**src/rtl/tsu_pkg.sv**
```systemverilog
// Shared types and constants for the multi-slot tick timeout unit.
package tsu_pkg;

  localparam int SLOTS   = 32;
  localparam int SLOT_W  = (SLOTS > 1) ? $clog2(SLOTS) : 1;
  localparam int COUNT_W = 33;
  localparam int TIME_W  = 64;
  localparam int MASK_W  = 32;
  localparam int INDEX_W = 5;

  localparam logic [INDEX_W:0]    SLOT_LIMIT = (INDEX_W + 1)'(SLOTS);
  localparam logic [SLOT_W-1:0]   SLOT_TOP   = SLOT_W'(SLOTS - 1);

  typedef enum logic [1:0] {
    MODE_TICK  = 2'd0,
    MODE_ARM   = 2'd1,
    MODE_DELAY = 2'd2,
    MODE_CLOCK = 2'd3
  } tsu_mode_t;

  typedef enum logic [2:0] {
    ST_IDLE,
    ST_WALK,
    ST_WALK_END,
    ST_SCAN,
    ST_OUT_WAIT
  } tsu_state_t;

  // controller -> datapath
  typedef struct packed {
    logic in_ready;
    logic walk_issue;
    logic idx_reload;
    logic scan_step;
    logic load_result;
  } tsu_cmd_t;

  // datapath -> controller
  typedef struct packed {
    logic in_valid;
    logic in_tick;
    logic idx_zero;
    logic exp_none;
    logic exp_hit;
    logic out_taken;
  } tsu_status_t;

endpackage

```
**src/rtl/tsu_ctrl.sv**
```systemverilog
// Sequencer for the timeout unit: accept, slot walk, expiry scan, result handoff.
module tsu_ctrl
  import tsu_pkg::*;
(
  input  logic        clk,
  input  logic        rst,
  input  tsu_status_t status,
  output tsu_cmd_t    cmd
);

  tsu_state_t state;
  tsu_state_t state_next;

  always_ff @(posedge clk) begin
    if (rst) begin
      state <= ST_IDLE;
    end else begin
      state <= state_next;
    end
  end

  always_comb begin
    state_next = state;
    unique case (state)
      ST_IDLE: begin
        if (status.in_valid) begin
          state_next = status.in_tick ? ST_WALK : ST_SCAN;
        end
      end
      ST_WALK: begin
        if (status.idx_zero) begin
          state_next = ST_WALK_END;
        end
      end
      ST_WALK_END: begin
        state_next = ST_SCAN;
      end
      ST_SCAN: begin
        if (status.exp_none || status.exp_hit) begin
          state_next = ST_OUT_WAIT;
        end
      end
      ST_OUT_WAIT: begin
        if (status.out_taken) begin
          state_next = status.exp_none ? ST_IDLE : ST_SCAN;
        end
      end
      default: state_next = ST_IDLE;
    endcase
  end

  always_comb begin
    cmd = '0;
    unique case (state)
      ST_IDLE:     cmd.in_ready   = 1'b1;
      ST_WALK:     cmd.walk_issue = 1'b1;
      ST_WALK_END: cmd.idx_reload = 1'b1;
      ST_SCAN: begin
        cmd.load_result = status.exp_none || status.exp_hit;
        cmd.scan_step   = !(status.exp_none || status.exp_hit);
      end
      ST_OUT_WAIT: cmd = '0;
      default:     cmd = '0;
    endcase
  end

endmodule

```
**src/rtl/tsu_datapath.sv**
```systemverilog
// Datapath: tick and delay counters, slot count memory, shared decrementer, result register.
module tsu_datapath
  import tsu_pkg::*;
(
  input  logic                clk,
  input  logic                rst,
  input  tsu_cmd_t            cmd,
  output tsu_status_t         status,
  input  logic                in_valid,
  input  logic [1:0]          mode,
  input  logic [INDEX_W-1:0]  slot_index,
  input  logic [31:0]         count_value,
  input  logic                arm_enable,
  output logic                out_valid,
  input  logic                out_ready,
  output logic                expired,
  output logic [INDEX_W-1:0]  expired_slot,
  output logic                last,
  output logic [TIME_W-1:0]   time_now,
  output logic                delay_busy,
  output logic [MASK_W-1:0]   active_slots
);

  logic [TIME_W-1:0]  tick_count;
  logic [SLOTS-1:0]   active_mask;
  logic [SLOTS-1:0]   exp_mask;
  logic [COUNT_W-1:0] delay_count;
  logic [SLOT_W-1:0]  idx;

  logic [COUNT_W-1:0] slot_mem [SLOTS];
  logic [COUNT_W-1:0] rd_data;

  logic               stg_valid;
  logic               stg_act;
  logic [SLOT_W-1:0]  stg_idx;

  logic               accept;
  logic               arm_ok;
  logic [COUNT_W-1:0] load_count;
  logic [COUNT_W-1:0] dec_count;
  logic               stg_update;
  logic               stg_expire;
  logic               mem_we;
  logic [SLOT_W-1:0]  mem_wa;
  logic [COUNT_W-1:0] mem_wd;
  logic [SLOTS-1:0]   exp_rest;

  assign accept     = cmd.in_ready && in_valid;
  assign arm_ok     = (tsu_mode_t'(mode) == MODE_ARM) && ({1'b0, slot_index} < SLOT_LIMIT);
  assign load_count = {1'b0, count_value} + COUNT_W'(1);
  assign dec_count  = rd_data - COUNT_W'(1);
  assign stg_update = stg_valid && stg_act;
  assign stg_expire = stg_update && (dec_count == '0);

  // one write port: arm/cancel on accept, decrement write-back during the walk
  always_comb begin
    mem_we = 1'b0;
    mem_wa = stg_idx;
    mem_wd = dec_count;
    if (accept && arm_ok) begin
      mem_we = 1'b1;
      mem_wa = slot_index[SLOT_W-1:0];
      mem_wd = arm_enable ? load_count : '0;
    end else if (stg_update) begin
      mem_we = 1'b1;
    end
  end

  always_ff @(posedge clk) begin
    if (mem_we) begin
      slot_mem[mem_wa] <= mem_wd;
    end
    rd_data <= slot_mem[idx];
  end

  always_comb begin
    exp_rest      = exp_mask;
    exp_rest[idx] = 1'b0;
  end

  always_ff @(posedge clk) begin
    if (rst) begin
      tick_count  <= '0;
      active_mask <= '0;
      exp_mask    <= '0;
      delay_count <= '0;
      idx         <= SLOT_TOP;
      stg_valid   <= 1'b0;
      out_valid   <= 1'b0;
    end else begin
      stg_valid <= cmd.walk_issue;

      if (accept) begin
        exp_mask <= '0;
        idx      <= SLOT_TOP;
        unique case (tsu_mode_t'(mode))
          MODE_TICK: begin
            tick_count <= tick_count + TIME_W'(1);
            if (delay_count != '0) begin
              delay_count <= delay_count - COUNT_W'(1);
            end
          end
          MODE_ARM: begin
            if (arm_ok) begin
              active_mask[slot_index[SLOT_W-1:0]] <= arm_enable;
            end
          end
          MODE_DELAY: delay_count <= load_count;
          MODE_CLOCK: ;
          default: ;
        endcase
      end

      if (cmd.walk_issue || cmd.scan_step) begin
        idx <= idx - SLOT_W'(1);
      end
      if (cmd.idx_reload) begin
        idx <= SLOT_TOP;
      end

      if (stg_expire) begin
        active_mask[stg_idx] <= 1'b0;
        exp_mask[stg_idx]    <= 1'b1;
      end

      if (cmd.load_result) begin
        out_valid <= 1'b1;
        if (exp_mask[idx]) begin
          exp_mask <= exp_rest;
        end
      end else if (out_valid && out_ready) begin
        out_valid <= 1'b0;
      end
    end
  end

  // walk stage and result payload
  always_ff @(posedge clk) begin
    if (cmd.walk_issue) begin
      stg_idx <= idx;
      stg_act <= active_mask[idx];
    end
    if (cmd.load_result) begin
      expired      <= exp_mask[idx];
      expired_slot <= exp_mask[idx] ? INDEX_W'(idx) : '0;
      last         <= exp_mask[idx] ? (exp_rest == '0) : 1'b1;
      time_now     <= tick_count;
      delay_busy   <= (delay_count != '0);
      active_slots <= MASK_W'(active_mask);
    end
  end

  assign status.in_valid  = in_valid;
  assign status.in_tick   = (tsu_mode_t'(mode) == MODE_TICK);
  assign status.idx_zero  = (idx == '0);
  assign status.exp_none  = (exp_mask == '0);
  assign status.exp_hit   = exp_mask[idx];
  assign status.out_taken = out_valid && out_ready;

endmodule

```
**src/rtl/multi_slot_tick_timeout_unit.sv**
```systemverilog
// Top level of the multi-slot tick timeout unit: stream ports, controller and datapath.
//
// A tick-driven timeout block with a 64-bit tick count, SLOTS one-shot slot
// counters (33 bits each, kept in a single-port-write memory) with an armed
// mask, and one delay countdown. Each input beat carries a mode in s_tuser:
// tick, arm/cancel a slot, start the delay, or read the clock. A tick bumps
// the time, steps the delay down, and walks every slot from the top index
// down through one shared decrementer, one slot per cycle, with a registered
// memory read stage; slots that reach zero are disarmed and reported, highest
// index first, one output beat each, the final one with m_tlast set. Any
// input that expires nothing yields one beat with m_tuser clear and m_tlast
// set. Status fields (time, delay busy, armed mask) on every beat show the
// state after the whole input. One item is handled at a time: a tick goes
// from accept through the slot walk and its end state to the expiry scan,
// which steps down the slot indices; each output beat then has a load and a
// handoff (held while m_tready is low), and other modes go from accept
// straight to the scan.
module multi_slot_tick_timeout_unit
  import tsu_pkg::*;
(
  input  logic         clk,
  input  logic         rst,
  input  logic         s_tvalid,
  output logic         s_tready,
  input  logic [39:0]  s_tdata,   // slot_index[4:0], count_value[36:5], arm_enable[37], 0
  input  logic [1:0]   s_tuser,   // mode[1:0]
  output logic         m_tvalid,
  input  logic         m_tready,
  output logic [103:0] m_tdata,   // expired_slot[4:0], time_now[68:5], delay_busy[69],
                                  // active_slots[101:70], 0
  output logic         m_tuser,   // expired[0]
  output logic         m_tlast    // last
);

  tsu_cmd_t    cmd;
  tsu_status_t status;

  logic [INDEX_W-1:0] expired_slot;
  logic [TIME_W-1:0]  time_now;
  logic               delay_busy;
  logic [MASK_W-1:0]  active_slots;

  tsu_ctrl u_ctrl (
    .clk    (clk),
    .rst    (rst),
    .status (status),
    .cmd    (cmd)
  );

  tsu_datapath u_datapath (
    .clk          (clk),
    .rst          (rst),
    .cmd          (cmd),
    .status       (status),
    .in_valid     (s_tvalid),
    .mode         (s_tuser),
    .slot_index   (s_tdata[4:0]),
    .count_value  (s_tdata[36:5]),
    .arm_enable   (s_tdata[37]),
    .out_valid    (m_tvalid),
    .out_ready    (m_tready),
    .expired      (m_tuser),
    .expired_slot (expired_slot),
    .last         (m_tlast),
    .time_now     (time_now),
    .delay_busy   (delay_busy),
    .active_slots (active_slots)
  );

  // input is taken only when the sequencer is idle
  assign s_tready = cmd.in_ready;

  // pack result beat, lowest field first, zero-filled to a byte boundary
  assign m_tdata = {2'b00, active_slots, delay_busy, time_now, expired_slot};

endmodule

```
**config.mk**
```make
export PLATFORM = sky130hd
export DESIGN_NAME = multi_slot_tick_timeout_unit
export DESIGN_NICKNAME = d
export VERILOG_FILES = /design/src/rtl/tsu_pkg.sv /design/src/rtl/tsu_ctrl.sv /design/src/rtl/tsu_datapath.sv /design/src/rtl/multi_slot_tick_timeout_unit.sv
export SDC_FILE = /design/constraint.sdc
export NUM_CORES = 2
export LEC_CHECK = 0
export ABC_AREA = 1
export BUFFER_PORTS_ARGS = -buffer_cell sky130_fd_sc_hd__buf_2
export CAP_MARGIN = 20
export CORE_UTILIZATION = 62
export DETAILED_ROUTE_END_ITERATION = 12
export PLACE_DENSITY = 0.79
export SETUP_SLACK_MARGIN = 0.3
export SYNTH_ARGS = -nofsm -noshare
export SYNTH_HDL_FRONTEND = slang
export SYNTH_HIERARCHICAL = 1
export SYNTH_SLANG_ARGS = --single-unit
export TNS_END_PERCENT = 100
```
**constraint.sdc**
```tcl
create_clock -name clk -period 9 [get_ports clk]
set_clock_uncertainty 0.15 [all_clocks]
set_input_delay 1.8 -clock clk [delete_from_list [all_inputs] [get_ports clk]]
set_output_delay 1.8 -clock clk [all_outputs]
set_load 0.03 [all_outputs]
```
==> flow_summary.json <==
{
  "outcome": "completed",
  "drc": 0,
  "tightest_slew_ns": 1.16,
  "start_util_pct": 62.7,
  "grt_max_degree": 205,
  "clockBufferDepth": 3,
  "grt_use_total_pct": 32.7,
  "portBuffers": 149,
  "slowest_stage": "nor2_4",
  "ys_types": 59,
  "synth.area.top_cells": "edfxtp_1 61%, dfxtp_1 7.1%, o21ai_0 6.1%",
  "viasPerCell": 6.38,
  "drtAntennaViolNets": 0,
  "syn_area_sq_um": 57600,
  "finish.utilization_pct": 70.5,
  "crit_arrival_ns": 5.64,
  "finalCritPeriodShare_pct": 59.5,
  "ys_seq_area_share_pct": 67.9,
  "ctsHoldBuffers": 0,
  "critPathKind": "input port to register",
  "antenna_found_initial": 1,
  "vias": 42307,
  "die_h_um": 307,
  "die_area_sq_um": 94100,
  "yosys_warnings": 6,
  "final_nets": 5328,
  "cts_setup_buffers": 0,
  "place_congestion": 0.961,
  "cp_common_cell": "buf_4",
  "pin_count": 154,
  "placedCellCount": 6362,
  "required_ns": 9.28,
  "synth-seq-cells": 1370,
  "r2r-end": "u_datapath/slot_mem[22][31]",
  "dp_hpwl_um": 90600,
  "stdcell_count": 6629,
  "path_depth": 11,
  "startpoint_type": "input port",
  "min_to": "u_datapath/time_now[40]",
  "final-max-slew-violation-count": 0,
  "irDropWorstVdd_v": 0.000252,
  "worst_skew_pair.late_latency_ns": 0.77,
  "firstDrtPassIters": 6,
  "cts_root_buf": "clkbuf_16",
  "slew_headroom_pct": 22.9,
  "leakage_uw": 0.0221,
  "totalWireLength_um": 155000,
  "powerDensity_nw_per_um2": 292,
  "max-cap-violations": 0,
  "synth_top_cell_area_share_pct": 60.8,
  "rsz0062_at_grt": "no",
  "clock_sinks": 1370,
  "dieWidth_um": 307,
  "hold_class": "register to register",
  "fin_crit_ns": 5.36,
  "final_hold_viol_count": 0,
  "rows": 111,
  "worstSetupEndpointType": "register",
  "synth_edf_count": 1166,
  "total_power_uw": 18900,
  "post_cts_resized": 0,
  "yosys.area.top_type": "edfxtp_1",
  "r2r_cells": 13,
  "drt_iter0_drc": 6559,
  "cts_tree": "built",
  "r2r_start": "u_ctrl/state[2]",
  "worstPathMaxFanout": 36,
  "crit_buf_inv": 5,
  "cts_max_level": 4,
  "dominantRegCellSynth": "edfxtp_1",
  "path_cells": "buf_2 -> nand2_2 -> buf_4 -> inv_1 -> nand2_1 -> buf_4 -> nor2_1 -> a21oi_1 -> nand3_1 -> nor2_4 -> buf_4",
  "syn_avg_cell_area_sq_um": 11.2,
  "tns_ns": 0,
  "hold_depth": 0,
  "reg2reg_slack_ns": 4.03,
  "core_area_sq_um": 91800,
  "drive_above_1_share_pct": 11.7,
  "grt_pass1_vias": 39097,
  "slowest_delay_ns": 1.12,
  "cts_buffers": 137,
  "grt_pass1_wl_um": 232000,
  "synthToLayoutAreaGrowth_pct": 12.4,
  "path_clk_slew_ns": 0.06,
  "synthCells": 5161,
  "routedWlPerCell_um": 23.4,
  "overflow": 0,
  "setup_viol": 0,
  "ys_async_sr_fraction_pct": 0,
  "max_freq_mhz": 187,
  "crit_family": "simple AND/OR/NAND/NOR gates",
  "min_from": "u_datapath/tick_count[40]"
}
-- metrics by stage --
step | hold WS, ns | setup slack [ns] | instance area [sq um]
3_3_place_gp | 0.278 | 2.94 | 59700
4_1_cts | 0.284 | 3.78 | 64500
6_report | 0.287 | 3.64 | 64700
5_1_grt | 0.289 | 3.53 | 64700
3_5_place_dp | 0.270 | 3.01 | 60000
2_1_floorplan | 0.253 | 2.04 | 57600
-- synth_stat cells (62+ instances only) --
cell / count
o22ai_1: 283
nor2_1: 910
a21oi_1: 149
nor3_1: 62
inv_1: 275
edfxtp_1: 1166
nand2_1: 526
nand3_1: 121
clkbuf_1: 229
dfxtp_1: 204
a221oi_1: 64
o21ai_0: 698
-- placed cells by master, fill, tap and decap left out, types with 9 or more instances in the layout --
master	instances
o21ai_0	685
nand3_2	32
a221oi_1	64
nor3_1	62
clkinv_1	29
clkbuf_16	137
edfxtp_1	1166
nor2_1	874
a311oi_1	24
buf_4	71
nand3_1	121
nor2_2	20
clkbuf_1	20
a22oi_1	32
inv_2	11
buf_8	22
ha_1	9
o22ai_1	271
a21oi_1	149
xor2_1	46
nand2_2	12
dfxtp_1	202
nor4_1	24
nand4_1	61
clkinv_2	28
a22o_1	46
o21ai_2	13
bufinv_16	10
nor2_4	41
nand2_1	525
o22ai_2	12
xnor2_1	22
buf_2	149
inv_1	270
-- power breakdown --
part	switching, uW	internal [uW]
clock network	2460	3180
logic	3570	1370
registers	257	8040
total	6280	12600
-- metal layers --
metal  track usage [%]  routed length [um]
met3              6.42               19600
met1              45.7               58400
met5                 0                   0
met4              14.4                6480
met2              50.2               70700
-- state kept, by name, summed over array words and instances, names as in the netlist --
register                 flops
u_ctrl/state                 3
u_datapath/active_mask      32
u_datapath/active_slots     32
u_datapath/delay_busy        1
u_datapath/delay_count      33
u_datapath/exp_mask         32
u_datapath/expired           1
u_datapath/expired_slot      5
u_datapath/idx               5
u_datapath/last              1
u_datapath/out_valid         1
u_datapath/rd_data          33
u_datapath/slot_mem       1056
u_datapath/stg_act           1
u_datapath/stg_idx           5
u_datapath/stg_valid         1
u_datapath/tick_count       64
u_datapath/time_now         64
-- logic make-up after synthesis --
kind of cell	synth area share, %
AO/OA/AOI/OAI	13.4
AND/OR/NAND/NOR	13.5
other	0.00651
adder cells (fa/ha/maj)	0.196
XOR/XNOR	1.03
buffers and inverters	3.90
multiplexers	0.0522
flip-flops	67.9
-- worst register-to-register path, cell delays in order (launching register included) --
cell	delay, ns
dfxtp_1	0.50
inv_2	0.10
nand2_1	0.10
inv_1	0.06
nand2_2	0.06
buf_4	0.42
inv_1	0.14
nand2_1	0.11
buf_4	0.34
nor2_1	0.13
a21oi_1	0.28
nand3_1	0.69
nor2_4	1.13
buf_4	0.44
-- how the worst max path moves through the flow --
| stage | from | end |
|---|---|---|
| after floorplan | u_datapath/idx[0] | u_datapath/exp_mask[16] |
| after global placement | s_tvalid | u_datapath/slot_mem[10][5] |
| after detailed placement | s_tvalid | u_datapath/slot_mem[16][9] |
| after CTS | s_tvalid | u_datapath/slot_mem[16][5] |
| after global routing | s_tvalid | u_datapath/slot_mem[22][29] |
| final | s_tvalid | u_datapath/slot_mem[22][31] |
-- cell type report --
type / count / area, sq um
Sequential cell: 1370 / 39100
Tap cell: 1243 / 1560
Antenna cell: 1 / 2.50
Multi-Input combinational cell: 3226 / 16600
Timing Repair Buffer: 254 / 1850
Inverter: 284 / 1080
Clock buffer: 163 / 3590
Fill cell: 6136 / 27100
Clock inverter: 88 / 916
No activity file was read; power rests on OpenSTA's default activity.
